==> src/signed_integer_to_radix_digits_assert.svh <==
// Assertion macros for the radix digit converter.
`ifndef SIGNED_INTEGER_TO_RADIX_DIGITS_ASSERT_SVH
`define SIGNED_INTEGER_TO_RADIX_DIGITS_ASSERT_SVH

`ifndef NO_ASSERTIONS

// plain property, sampled on clock, off during reset
`define SIRTD_ASSERT(label, prop) \
   label: assert property (@(posedge clock) disable iff (reset) (prop)) \
      else $error("sirtd assertion failed");

// same-cycle implication
`define SIRTD_ASSERT_IMPLIES(label, ante, cons) \
   label: assert property (@(posedge clock) disable iff (reset) (ante) |-> (cons)) \
      else $error("sirtd implication failed");

// next-cycle implication
`define SIRTD_ASSERT_NEXT(label, ante, cons) \
   label: assert property (@(posedge clock) disable iff (reset) (ante) |=> (cons)) \
      else $error("sirtd next-cycle implication failed");

`else

`define SIRTD_ASSERT(label, prop)
`define SIRTD_ASSERT_IMPLIES(label, ante, cons)
`define SIRTD_ASSERT_NEXT(label, ante, cons)

`endif

`endif

==> src/sirtd_pkg.sv <==
// Shared constants, types and helpers of the radix digit converter.
`default_nettype none

package sirtd_pkg;

   localparam int MAX_BASE_DEFAULT   = 16;
   localparam int VALUE_BITS_DEFAULT = 32;

   // quotient bits retired per divider cycle
   localparam int STEP_BITS = 4;

   localparam int COUNT_W     = 5;
   localparam int CSR_INDEX_W = 2;

   localparam logic [CSR_INDEX_W-1:0] CSR_ALPHA_LOW  = 2'd0;
   localparam logic [CSR_INDEX_W-1:0] CSR_ALPHA_HIGH = 2'd1;
   localparam logic [CSR_INDEX_W-1:0] CSR_DIGIT_COUNT = 2'd2;

   localparam logic [63:0] ALPHA_LOW_RESET  = 64'd3978425819141910832;
   localparam logic [63:0] ALPHA_HIGH_RESET = 64'd7378413942531504440;
   localparam logic [COUNT_W-1:0] COUNT_RESET = 5'd10;

   typedef logic [7:0] char_type;

   localparam char_type CHAR_NUL   = 8'h00;
   localparam char_type CHAR_TAB   = 8'h09;
   localparam char_type CHAR_CR    = 8'h0D;
   localparam char_type CHAR_SPACE = 8'h20;
   localparam char_type CHAR_PLUS  = 8'h2B;
   localparam char_type CHAR_MINUS = 8'h2D;

   // characters that may not serve as digits
   function automatic logic char_forbidden(input char_type c);
      logic bad;
      bad = (c == CHAR_NUL) || (c == CHAR_SPACE) || (c == CHAR_PLUS) ||
            (c == CHAR_MINUS) || ((c >= CHAR_TAB) && (c <= CHAR_CR));
      return bad;
   endfunction

endpackage

`default_nettype wire

==> src/sirtd_divider.sv <==
// Iterative divider: unsigned value by a small base, four quotient bits per cycle.
`default_nettype none

module sirtd_divider
   import sirtd_pkg::*;
#(
   parameter int VALUE_BITS = VALUE_BITS_DEFAULT,
   parameter int DIGIT_W    = 4
) (
   input  wire logic                  clock,
   input  wire logic                  reset,
   input  wire logic                  start,
   input  wire logic [VALUE_BITS-1:0] dividend,
   input  wire logic [DIGIT_W:0]      base,
   output logic                       done,
   output logic [VALUE_BITS-1:0]      quotient,
   output logic [DIGIT_W-1:0]         remainder
);

   localparam int STEPS  = (VALUE_BITS + STEP_BITS - 1) / STEP_BITS;
   localparam int DIV_W  = STEPS * STEP_BITS;
   localparam int STEP_W = (STEPS > 1) ? $clog2(STEPS) : 1;

   logic              busy_ff, busy_in;
   logic              done_ff, done_in;
   logic [STEP_W-1:0] step_ff, step_in;
   logic [DIV_W-1:0]  q_ff, q_in;
   logic [DIGIT_W-1:0] rem_ff, rem_in;

   logic [DIGIT_W-1:0]   r_next;
   logic [STEP_BITS-1:0] q_bits;

   // one restoring step per quotient bit, narrow remainder
   always_comb begin
      logic [DIGIT_W:0] t;
      r_next = rem_ff;
      q_bits = '0;
      for (int b = 0; b < STEP_BITS; b++) begin
         t = {r_next, q_ff[DIV_W-1-b]};
         if (t >= base) begin
            t = t - base;
            q_bits[STEP_BITS-1-b] = 1'b1;
         end
         r_next = t[DIGIT_W-1:0];
      end
   end

   always_comb begin
      busy_in = busy_ff;
      done_in = 1'b0;
      step_in = step_ff;
      q_in    = q_ff;
      rem_in  = rem_ff;
      if (start) begin
         busy_in = 1'b1;
         step_in = '0;
         q_in    = DIV_W'(dividend);
         rem_in  = '0;
      end else if (busy_ff) begin
         q_in   = {q_ff[DIV_W-STEP_BITS-1:0], q_bits};
         rem_in = r_next;
         if (step_ff == STEP_W'(STEPS - 1)) begin
            busy_in = 1'b0;
            done_in = 1'b1;
         end else begin
            step_in = step_ff + STEP_W'(1);
         end
      end
   end

   always_ff @(posedge clock) begin
      if (reset) begin
         busy_ff <= 1'b0;
         done_ff <= 1'b0;
         step_ff <= '0;
      end else begin
         busy_ff <= busy_in;
         done_ff <= done_in;
         step_ff <= step_in;
      end
      q_ff   <= q_in;
      rem_ff <= rem_in;
   end

   assign done      = done_ff;
   assign quotient  = q_ff[VALUE_BITS-1:0];
   assign remainder = rem_ff;

endmodule

`default_nettype wire

==> src/sirtd_digit_stack.sv <==
// Digit stack memory: one write port, one registered read port.
`default_nettype none

module sirtd_digit_stack
   import sirtd_pkg::*;
#(
   parameter int DEPTH = VALUE_BITS_DEFAULT,
   parameter int WIDTH = 4
) (
   input  wire logic                     clock,
   input  wire logic                     wr_en,
   input  wire logic [$clog2(DEPTH)-1:0] wr_addr,
   input  wire logic [WIDTH-1:0]         wr_data,
   input  wire logic                     rd_en,
   input  wire logic [$clog2(DEPTH)-1:0] rd_addr,
   output logic [WIDTH-1:0]              rd_data
);

   logic [WIDTH-1:0] mem [DEPTH];
   logic [WIDTH-1:0] rd_data_ff;

   always_ff @(posedge clock) begin
      if (wr_en) begin
         mem[wr_addr] <= wr_data;
      end
   end

   always_ff @(posedge clock) begin
      if (rd_en) begin
         rd_data_ff <= mem[rd_addr];
      end
   end

   assign rd_data = rd_data_ff;

endmodule

`default_nettype wire

==> src/signed_integer_to_radix_digits.sv <==
// Top level: signed integer to text in a configurable radix.
//
//  channel | dir | handshake             | payload
//  --------+-----+-----------------------+-----------------------------------------
//  req     | in  | req_valid / req_stall | req_value
//  rsp     | out | rsp_valid / rsp_stall | rsp_character, rsp_invalid_alphabet,
//          |     |                       | rsp_last
//  csr     | in  | csr_valid / csr_ready | csr_index, csr_data
//
// Steps: accept, then the alphabet check (one digit character per cycle),
//   then one divider run per digit (4-bit-per-cycle divider), then a minus sign
//   for a negative value, then a stack read and an output load per emitted digit.
// One item at a time: req_stall is high from accept until the last beat is loaded.
// Reset (synchronous) restores alphabet "0123456789abcdef" and base 10.
// rsp_stall holds the output register; the sequencer waits there.
`default_nettype none
`include "signed_integer_to_radix_digits_assert.svh"

module signed_integer_to_radix_digits
   import sirtd_pkg::*;
#(
   parameter int MAX_BASE   = MAX_BASE_DEFAULT,
   parameter int VALUE_BITS = VALUE_BITS_DEFAULT
) (
   input  wire logic                   clock,
   input  wire logic                   reset,
   // input item
   input  wire logic                   req_valid,
   output logic                        req_stall,
   input  wire logic signed [31:0]     req_value,
   // result beats
   output logic                        rsp_valid,
   input  wire logic                   rsp_stall,
   output logic [7:0]                  rsp_character,
   output logic                        rsp_invalid_alphabet,
   output logic                        rsp_last,
   // register writes
   input  wire logic                   csr_valid,
   output logic                        csr_ready,
   input  wire logic [CSR_INDEX_W-1:0] csr_index,
   input  wire logic [63:0]            csr_data
);

   localparam int DIGIT_W     = $clog2(MAX_BASE);
   localparam int ALPHA_DEPTH = 2 ** DIGIT_W;
   localparam int TOTAL_W     = $clog2(VALUE_BITS + 1);
   localparam int ADDR_W      = $clog2(VALUE_BITS);

   // sequencer states
   localparam logic [2:0] ST_IDLE    = 3'd0;
   localparam logic [2:0] ST_CHECK   = 3'd1;
   localparam logic [2:0] ST_DIV     = 3'd2;
   localparam logic [2:0] ST_SIGN    = 3'd3;
   localparam logic [2:0] ST_READ    = 3'd4;
   localparam logic [2:0] ST_EMIT    = 3'd5;
   localparam logic [2:0] ST_INVALID = 3'd6;

   // configuration
   logic [63:0]        alpha_low_ff, alpha_low_in;
   logic [63:0]        alpha_high_ff, alpha_high_in;
   logic [COUNT_W-1:0] count_ff, count_in;

   // sequencer
   logic [2:0]            state_ff, state_in;
   logic [DIGIT_W-1:0]    idx_ff, idx_in;
   logic                  neg_ff, neg_in;
   logic [VALUE_BITS-1:0] mag_ff, mag_in;
   logic [TOTAL_W-1:0]    total_ff, total_in;

   // output register
   logic     rsp_valid_ff, rsp_valid_in;
   char_type rsp_char_ff, rsp_char_in;
   logic     rsp_inv_ff, rsp_inv_in;
   logic     rsp_last_ff, rsp_last_in;

   // divider and stack hookup
   logic                  div_start;
   logic [VALUE_BITS-1:0] div_dividend;
   logic                  div_done;
   logic [VALUE_BITS-1:0] div_quotient;
   logic [DIGIT_W-1:0]    div_remainder;
   logic                  st_wr;
   logic                  st_rd;
   logic [DIGIT_W-1:0]    st_rd_data;

   logic [VALUE_BITS-1:0] raw;
   logic [127:0]          alpha_all;
   char_type              alpha [ALPHA_DEPTH];
   logic                  char_bad;
   logic                  out_free;

   assign alpha_all = {alpha_high_ff, alpha_low_ff};

   for (genvar k = 0; k < ALPHA_DEPTH; k++) begin : g_alpha
      assign alpha[k] = alpha_all[k*8 +: 8];
   end

   // current digit character: forbidden byte, or repeated later in the alphabet
   always_comb begin
      char_bad = char_forbidden(alpha[idx_ff]);
      for (int j = 0; j < ALPHA_DEPTH; j++) begin
         if ((j > int'(idx_ff)) && (j < int'(count_ff)) && (alpha[j] == alpha[idx_ff])) begin
            char_bad = 1'b1;
         end
      end
   end

   assign raw          = req_value[VALUE_BITS-1:0];
   assign out_free     = !rsp_valid_ff || !rsp_stall;
   assign div_dividend = (state_ff == ST_DIV) ? div_quotient : mag_ff;

   // configuration writes, only while idle
   always_comb begin
      alpha_low_in  = alpha_low_ff;
      alpha_high_in = alpha_high_ff;
      count_in      = count_ff;
      if (csr_valid && csr_ready) begin
         unique case (csr_index)
            CSR_ALPHA_LOW:   alpha_low_in  = csr_data;
            CSR_ALPHA_HIGH:  alpha_high_in = csr_data;
            CSR_DIGIT_COUNT: count_in      = csr_data[COUNT_W-1:0];
            default:         ;
         endcase
      end
   end

   // sequencer
   always_comb begin
      state_in     = state_ff;
      idx_in       = idx_ff;
      neg_in       = neg_ff;
      mag_in       = mag_ff;
      total_in     = total_ff;
      div_start    = 1'b0;
      st_wr        = 1'b0;
      st_rd        = 1'b0;
      rsp_valid_in = rsp_valid_ff && rsp_stall;
      rsp_char_in  = rsp_char_ff;
      rsp_inv_in   = rsp_inv_ff;
      rsp_last_in  = rsp_last_ff;

      unique case (state_ff)
         ST_IDLE: begin
            if (req_valid) begin
               neg_in = raw[VALUE_BITS-1];
               mag_in = raw[VALUE_BITS-1] ? ({VALUE_BITS{1'b0}} - raw) : raw;
               idx_in = '0;
               if ((count_ff < COUNT_W'(2)) || (count_ff > COUNT_W'(MAX_BASE))) begin
                  state_in = ST_INVALID;
               end else begin
                  state_in = ST_CHECK;
               end
            end
         end
         ST_CHECK: begin
            if (char_bad) begin
               state_in = ST_INVALID;
            end else if (COUNT_W'(idx_ff) == (count_ff - COUNT_W'(1))) begin
               div_start = 1'b1;
               total_in  = '0;
               state_in  = ST_DIV;
            end else begin
               idx_in = idx_ff + DIGIT_W'(1);
            end
         end
         ST_DIV: begin
            if (div_done) begin
               st_wr    = 1'b1;
               total_in = total_ff + TOTAL_W'(1);
               if (div_quotient == '0) begin
                  state_in = neg_ff ? ST_SIGN : ST_READ;
               end else begin
                  div_start = 1'b1;
               end
            end
         end
         ST_SIGN: begin
            if (out_free) begin
               rsp_valid_in = 1'b1;
               rsp_char_in  = CHAR_MINUS;
               rsp_inv_in   = 1'b0;
               rsp_last_in  = 1'b0;
               state_in     = ST_READ;
            end
         end
         ST_READ: begin
            // pop most significant remaining digit
            st_rd    = 1'b1;
            total_in = total_ff - TOTAL_W'(1);
            state_in = ST_EMIT;
         end
         ST_EMIT: begin
            if (out_free) begin
               rsp_valid_in = 1'b1;
               rsp_char_in  = alpha[st_rd_data];
               rsp_inv_in   = 1'b0;
               rsp_last_in  = (total_ff == '0);
               state_in     = (total_ff == '0) ? ST_IDLE : ST_READ;
            end
         end
         ST_INVALID: begin
            if (out_free) begin
               rsp_valid_in = 1'b1;
               rsp_char_in  = CHAR_NUL;
               rsp_inv_in   = 1'b1;
               rsp_last_in  = 1'b1;
               state_in     = ST_IDLE;
            end
         end
         default: begin
            state_in = ST_IDLE;
         end
      endcase
   end

   always_ff @(posedge clock) begin
      if (reset) begin
         alpha_low_ff  <= ALPHA_LOW_RESET;
         alpha_high_ff <= ALPHA_HIGH_RESET;
         count_ff      <= COUNT_RESET;
         state_ff      <= ST_IDLE;
         total_ff      <= '0;
         mag_ff        <= '0;
         rsp_valid_ff  <= 1'b0;
      end else begin
         alpha_low_ff  <= alpha_low_in;
         alpha_high_ff <= alpha_high_in;
         count_ff      <= count_in;
         state_ff      <= state_in;
         total_ff      <= total_in;
         mag_ff        <= mag_in;
         rsp_valid_ff  <= rsp_valid_in;
      end
      idx_ff      <= idx_in;
      neg_ff      <= neg_in;
      rsp_char_ff <= rsp_char_in;
      rsp_inv_ff  <= rsp_inv_in;
      rsp_last_ff <= rsp_last_in;
   end

   sirtd_divider #(
      .VALUE_BITS (VALUE_BITS),
      .DIGIT_W    (DIGIT_W)
   ) u_divider (
      .clock     (clock),
      .reset     (reset),
      .start     (div_start),
      .dividend  (div_dividend),
      .base      ((DIGIT_W+1)'(count_ff)),
      .done      (div_done),
      .quotient  (div_quotient),
      .remainder (div_remainder)
   );

   sirtd_digit_stack #(
      .DEPTH (VALUE_BITS),
      .WIDTH (DIGIT_W)
   ) u_stack (
      .clock   (clock),
      .wr_en   (st_wr),
      .wr_addr (total_ff[ADDR_W-1:0]),
      .wr_data (div_remainder),
      .rd_en   (st_rd),
      .rd_addr (ADDR_W'(total_ff - TOTAL_W'(1))),
      .rd_data (st_rd_data)
   );

   assign req_stall            = (state_ff != ST_IDLE);
   assign csr_ready            = (state_ff == ST_IDLE);
   assign rsp_valid            = rsp_valid_ff;
   assign rsp_character        = rsp_char_ff;
   assign rsp_invalid_alphabet = rsp_inv_ff;
   assign rsp_last             = rsp_last_ff;

   // an accepted item blocks the input on the next cycle
   `SIRTD_ASSERT_NEXT(a_busy_after_accept, req_valid && !req_stall, req_stall)
   // the rejection beat is always the only one
   `SIRTD_ASSERT_IMPLIES(a_invalid_is_last, rsp_valid && rsp_invalid_alphabet, rsp_last)
   // never pop an empty stack
   `SIRTD_ASSERT_IMPLIES(a_pop_nonempty, state_ff == ST_READ, total_ff != '0)
   // divider results arrive only while the sequencer waits for them
   `SIRTD_ASSERT_IMPLIES(a_div_done_in_div, div_done, state_ff == ST_DIV)

endmodule

`default_nettype wire

==> config.mk <==
export PLATFORM = sky130hd
export DESIGN_NAME = signed_integer_to_radix_digits
export DESIGN_NICKNAME = d
export VERILOG_FILES = /design/src/sirtd_pkg.sv /design/src/sirtd_divider.sv /design/src/sirtd_digit_stack.sv /design/src/signed_integer_to_radix_digits.sv
export VERILOG_INCLUDE_DIRS = /design/src /design/src/src
export SDC_FILE = /design/constraint.sdc
export NUM_CORES = 1
export LEC_CHECK = 0
export ABC_AREA = 1
export BUFFER_PORTS_ARGS = -buffer_cell sky130_fd_sc_hd__buf_2
export CORE_ASPECT_RATIO = 2
export CORE_MARGIN = 4
export CORE_UTILIZATION = 41
export CTS_BUF_LIST = sky130_fd_sc_hd__clkbuf_16
export DETAILED_ROUTE_END_ITERATION = 6
export PLACE_DENSITY = 0.7
export RECOVER_POWER = 50
export SYNTH_ARGS = -nofsm -noshare
export SYNTH_HDL_FRONTEND = slang
export SYNTH_SLANG_ARGS = --single-unit
==> constraint.sdc <==
create_clock -name clock -period 6 [get_ports clock]
set_clock_uncertainty 0.2 [all_clocks]
set_input_delay 1.2 -clock clock [delete_from_list [all_inputs] [get_ports clock]]
set_output_delay 1.2 -clock clock [all_outputs]
set_load 0.005 [all_outputs]
# After elaboration in Yosys (flattened, before gate mapping)
# Memories as Yosys holds them, arrays and structs flattened. A register that Yosys moved wholly into a read port is not among the register bits.
# Index checks and enable logic that the tools add are counted.
# totals
ff_bits	231
ram_bits	128
inputBits	103
out_inout_bits	13
word_cells	257
mem_count	1
# memory_table
name	depth	width	rd	rd_ports_with_merged_regs	wr	line	rtl
u_stack.mem	32	4	1	1	1	sirtd_digit_stack.sv:19	logic [WIDTH-1:0] mem [DEPTH];
# op_classes
addsub	10
magnitude_cmp	40
eq_ne	40
muxes	78
bitwise_logic	4
n_reduce_logical	67
# ops
cell	n
32-bit 2-to-1 mux	4
8-bit equality test	15
8-bit binary-select mux with 4-bit select	2
8-bit 2-to-1 mux	7
4-bit by 5-bit < comparator with 1-bit output, first input constant	8
1-bit 2-to-1 mux	37
1-bit logical AND	33
3-bit 2-to-1 mux	11
4-bit greater-than comparator, first input constant	8
32-bit zero test	1
1-bit by 32-bit subtractor with 32-bit output, first input constant	1
4-bit 2-to-1 mux	7
8-bit by 6-bit equality test with 1-bit output, second input constant	3
8-bit case mux with 3 select lines	1
3-bit case mux with 7 select lines	1
5-bit >= comparator	4
3-bit by 5-bit < comparator with 1-bit output, first input constant	4
6-bit 2-to-1 mux	3
6-bit case mux with 3 select lines	1
3-bit by 4-bit greater-than comparator with 1-bit output, first input constant	4
2-bit != test, second input constant	8
4-bit subtractor	4
3-bit equality test, second input constant	4
2-bit AND reduction	6
39 further kinds	62

# Depth between registers and ports, before layout
# logic_depth
word_depth	28
depth_mapped	41
mapped_depth_nobuf	40

# Hierarchy
# From an unflattened synthesis, not the netlist that was laid out.
# hier_totals
cells_unflattened	2907
hier_area_um2	21226.6
# modules_own_cells
mod	instances	cells_each	area_per_inst_um2
signed_integer_to_radix_digits	1	2104	13025.0
sirtd_digit_stack	1	486	5536.6
sirtd_divider	1	317	2665.1

# Worst setup path after synthesis
# OpenSTA, ideal clock, no wires.
# synth_path
path_type	reg2reg
startpoint	register u_divider.rem_ff[1], in the netlist u_divider.remainder[1]
endpoint	register u_divider.rem_ff[1], in the netlist u_divider.remainder[1]
setup_time_ps	116
arrival_time_ps	6044
required_time_ps	5684
slack_ps	-359
path_stages_with_launch	37
cell_sequence	dfxtp_1 -> ha_1 -> a21oi_1 -> o21a_1 -> nor2_1 -> nor3_1 -> o21bai_1 -> o21ai_0 -> inv_1 -> ha_1 -> nand2_1 -> nor2_1 -> a211oi_1 -> o21ai_0 -> a21o_1 -> mux2i_1 -> ha_1 -> inv_1 -> o31ai_1 -> inv_1 -> nor2_1 -> nor3_1 -> inv_1 -> a21o_1 -> inv_1 -> o21ai_0 -> ha_1 -> a21oi_1 -> o31ai_1 -> a31o_2 -> a21oi_1 -> inv_1 -> a21oi_1 -> inv_1 -> nor2_1 -> o22a_1 -> nor2_1
# synth_via
elab_chain_len	8
# synth_lines
element	line	rtl
from (decl)	sirtd_divider.sv:28	logic [DIGIT_W-1:0] rem_ff, rem_in;
from (signal assigned)	sirtd_divider.sv:82	rem_ff <= rem_in;
4-bit subtractor or 5-bit >= comparator (tied branches)	sirtd_divider.sv:41, sirtd_divider.sv:40	
4-bit 2-to-1 mux *	sirtd_divider.sv:40	if (t >= base) begin
4-bit subtractor or 5-bit >= comparator (tied branches)	sirtd_divider.sv:41, sirtd_divider.sv:40	
4-bit 2-to-1 mux *	sirtd_divider.sv:40	
5-bit >= comparator or 4-bit subtractor (tied branches)	sirtd_divider.sv:40, sirtd_divider.sv:41	
4-bit 2-to-1 mux *	sirtd_divider.sv:40	
4-bit subtractor or 5-bit >= comparator (tied branches)	sirtd_divider.sv:41, sirtd_divider.sv:40	
4-bit 2-to-1 mux *	sirtd_divider.sv:40	
# Every way passes the cells marked *; elsewhere a longest branch is shown, timed or not.
# A chain may end at the register's enable or synchronous reset.

# Final worst setup path
# layout_path
startpoint	register count_ff[2]
endpoint	register u_divider.q_ff[0], in the netlist u_divider.quotient[0], data pin
# layout_via
elab_chain_len	21
# layout_lines
element	line	rtl
from (decl)	signed_integer_to_radix_digits.sv:61	logic [COUNT_W-1:0] count_ff, count_in;
from (signal assigned)	signed_integer_to_radix_digits.sv:228	count_ff <= count_in;
1-bit by 5-bit < comparator with 1-bit output	signed_integer_to_radix_digits.sv:102	if ((j > int'(idx_ff)) && (j < int'(count_ff)) && (alpha[j] == alpha[idx_ff])) begin
1-bit logical AND (2 in a row)	signed_integer_to_radix_digits.sv:102	
1-bit 2-to-1 mux (15 in a row)	signed_integer_to_radix_digits.sv:102	
1-bit 2-to-1 mux	signed_integer_to_radix_digits.sv:156	if (char_bad) begin
1-bit case mux with 2 select lines	signed_integer_to_radix_digits.sv:142	unique case (state_ff)
32-bit 2-to-1 mux *	sirtd_divider.sv:54	if (start) begin
via u_divider.q_in[0]	sirtd_divider.sv:27	logic [DIV_W-1:0] q_ff, q_in;
to (signal assigned)	sirtd_divider.sv:81	q_ff <= q_in;
to (decl)	sirtd_divider.sv:27	
# The timed path passes the listed nets; every way through them passes the cells marked *. The select of a mux whose other input is x is not followed.

==> results.md <==
* Status: finished with violations
* Failing checks: max-capacitance violations, max-slew violations
* Crit-path max FO at 7
* Initial antenna violation count at 0
* Height of the chip at 324 um
* Slowest CP cell: dfxtp_2
* RSZ-0062 raised after global routing: yes
* Fraction of registers with async set/reset at 0%
* Setup-failing EPs final at 0
* Pint at 7.50 mW
* Root buf cell: clkbuf_16
* Slew margin rel. at -91.2%
* Clock sinks at 363
* Area growth syn-to-layout at 12.4%
* First-pass GRT wire length at 111 mm
* Tot Pwr at 14.4 mW
* Max_cap viols at 3
* Number of global-route vias before repair at 19383
* Min cycle time layout at 5.80 ns
* GRT Total Usage at 26.1%
* I/O Buffers at 115
* Share of layout cells above drive strength 1 at 11.3%
* CTS Buffer Depth at 3
* Ys flop type: dfxtp_1
* Gpl congestion at 1.04
* Critical Path Source: count_ff[2]
* Synthesized Nets at 2878
* Number of synthesized flops with an enable pin at 179
* Pin count of the biggest net entering global routing at 77
* Req. time, crit path at just over 6 ns
* Seq/Total Area, Yosys at 44.1%
* Worst Setup End Kind: flop
* Top-count cell post-synth: nand2_1
* Fin. max-slew vios at between 100 and 150
* Multi-input gate area at 10000 um2
* Rows at 115
* Cell taking the most area after synthesis: edfxtp_1
* Unique masters post-synth at 58
* RR Startpoint: count_ff[2]
* Cts bufs inserted at 31
* F_max at around 0.17 GHz
* Post-Syn Instances at 2739
* DR DRC count at 0
* Peak VDD IR at between 0.4 and 0.5 mV
* Worst slew pin tran at 2.87 ns
* CTS tree: built
* Vias per Instance at 5.65
* YS warnings at 0
* Setup CP Type: reg -> reg
* Wirelength, routed at 73.3 mm
* Post-DRT Antenna Nets at 0
* Nets@finish at 2951
* Leak at 9.88 nW
* Share of the synthesized area in the top cell type at 26.2%
* Number of diodes at 0
* CP endpoint: u_divider.quotient[0]
* Reg2Reg Depth at 37
* Clk_lat worst skew at 0.60 ns
* Final worst slack at slightly below 0.2 ns
* Layout filler cell count at 4878
* Reg power frac at a little under a quarter
* Overflow after GRT at 0
* Clk pin slew, worst setup/hold paths at 0.07 ns
* Initial Util at about two fifths
* Comb pwr share at between 60% and 70%
* Switching Power at 6.94 mW
* Largest cells by area after synthesis: edfxtp_1 (26%), dfxtp_1 (18%), nand2_1 (11%), o21ai_0 (7.4%), a21oi_1 (6.1%)
* RR Endpoint: u_divider.quotient[0]
* Die W at ~170 um
* FF+latch area at 9060 um2
* Drt pass-1 iters at 6
* Seq cells post-synth at 363
* Clock share of power at 15.1%
* Post-synth top cells: nand2_1 (619), o21ai_0 (304), nor2_1 (293)
* Post-Syn Area per Cell at 7.49 um2
* Die footprint at 53900 um2
* DR vias at approximately 20000
* Startpoint Class: flop
* Sw Ratio at between 40% and 50%
* Dpl ws at -0.329 ns
* CP peak stage delay at 0.34 ns
* FF-to-FF setup slack at 0.20 ns
* Hold Path Class: reg -> reg
* CORE AREA at 49400 um2
* Initial drt markers at about 1700
* Final Hold Viols at 0
* Post-DP HPWL at 53.8 mm
* I/O Pins at 116
* Post-DR wirelength/cell at 21.1 um
* Period utilization at between 90% and 100%
* Power Dens Cells at 626 nW/um2
* Cell area after synthesis at 20500 um2
* CP arrival at 5.96 ns
* # H-tree levels at 1
* Hold buffers post-CTS at 0
placed cells by master (no fill, tap or decap), types with 5 or more instances in the layout:
cell type	count
buf_4	74
nor4_1	15
clkinv_1	6
o32ai_1	16
inv_1	241
nand3b_1	5
nand2_4	6
buf_2	103
clkbuf_1	17
o21ai_0	296
nor3_1	23
a21oi_1	246
nand3_1	192
inv_2	17
nand2_2	19
edfxtp_1	179
o221ai_1	21
mux2i_1	18
bufinv_16	5
xor2_1	42
o211ai_1	20
dfxtp_1	180
nor2_4	5
nand2_1	614
nor2_1	288
a31oi_1	8
xnor2_1	7
nand4_1	15
clkbuf_16	32
o21bai_1	7
ha_4	7
o21ai_1	5
nor2_2	8
ha_1	25
o22ai_1	6
worst min path at each step:
stage                              start              endpoint  depth (start not counted)  slack [ns]
floorplan                alpha_low_ff[0]       alpha_low_ff[0]                          2        0.24
CTS                      alpha_low_ff[2]       alpha_low_ff[2]                          2        0.28
global placement    u_divider.step_ff[2]  u_divider.step_ff[2]                          2        0.25
finish                   alpha_low_ff[6]       alpha_low_ff[6]                          2        0.28
global route             alpha_low_ff[6]       alpha_low_ff[6]                          2        0.30
detailed placement       alpha_low_ff[2]       alpha_low_ff[2]                          2        0.27
worst max-delay path: cells and delay by family (launching register included):
kind                       cells  cell delay, ns
AOI/OAI and AO/OA             17            2.39
adders and majority gates      4            1.06
buffers and inverters          8            0.70
DFF                            1            0.34
muxes                          1            0.26
and+or+nand+nor                7            0.59
through the flow:
stage               hold slack (ns)  util [%]  cells  cell area [um2]  TNS, ns
floorplan                     0.241         -   2739            20500        0
global placement              0.252      44.0   3414            21700    -1.02
detailed placement            0.267      44.0   3414            21700    -1.44
CTS                           0.278      46.4   3474            22900        0
global route                  0.300      46.7   3480            23100   -0.785
finish                        0.281      46.7   3480            23100        0
power by group through the flow:
stage | logic, mW | registers (mW) | clock network, mW
3_3_place_gp | 7.66 | 3.36 | 0
3_5_place_dp | 7.81 | 3.37 | 0
4_1_cts | 8.11 | 3.31 | 2.20
5_1_grt | 9.73 | 3.36 | 2.30
2_1_floorplan | 5.08 | 3.33 | 0
6_report | 8.94 | 3.33 | 2.18
layout make-up:
class / count / area share (%)
multi-input combinational: 1965 / 43.4
sequential: 363 / 39.3
timing repair buffer: 195 / 4.97
inverter: 256 / 4.18
tap: 643 / 3.49
clock buffer: 32 / 3.47
clock inverter: 26 / 1.21
routing by layer:
layer | GRT usage [%] | part of all wire (%)
met5 | 0 | 0
met2 | 46.8 | 50
met1 | 27.2 | 34
met3 | 2.82 | 6.0
met4 | 21.4 | 10
what timing repair did:
action	4_1_cts	5_1_grt
endpoints found under the setup margin	5	5
endpoints found under the hold margin	0	0
gates resized for setup	19	38
pin swaps	7	21
buffers inserted	2	6
cloned	0	0
cells by family (layout without fill, tap and decap cells):
logic type / count (synthesis) / in the layout / share of synthesized area, %
fa+ha+maj: 36 / 36 / 2.34
flops: 363 / 363 / 44.1
simple gates: 1203 / 1203 / 24.6
buf+inv: 411 / 509 / 8.36
xor+xnor: 49 / 49 / 2.09
mux: 18 / 18 / 0.878
compound gates: 659 / 659 / 17.6
sequential cells by signal, summed over array words and instances (netlist names), 5 cells and up:
name and flops:
rsp_character 8, mag_ff 32, alpha_high_ff 64, alpha_low_ff 64
total_ff 6, u_stack.mem 128, count_ff 5, u_divider.quotient 32
Note: power is estimated with default switching activity, not from simulation.
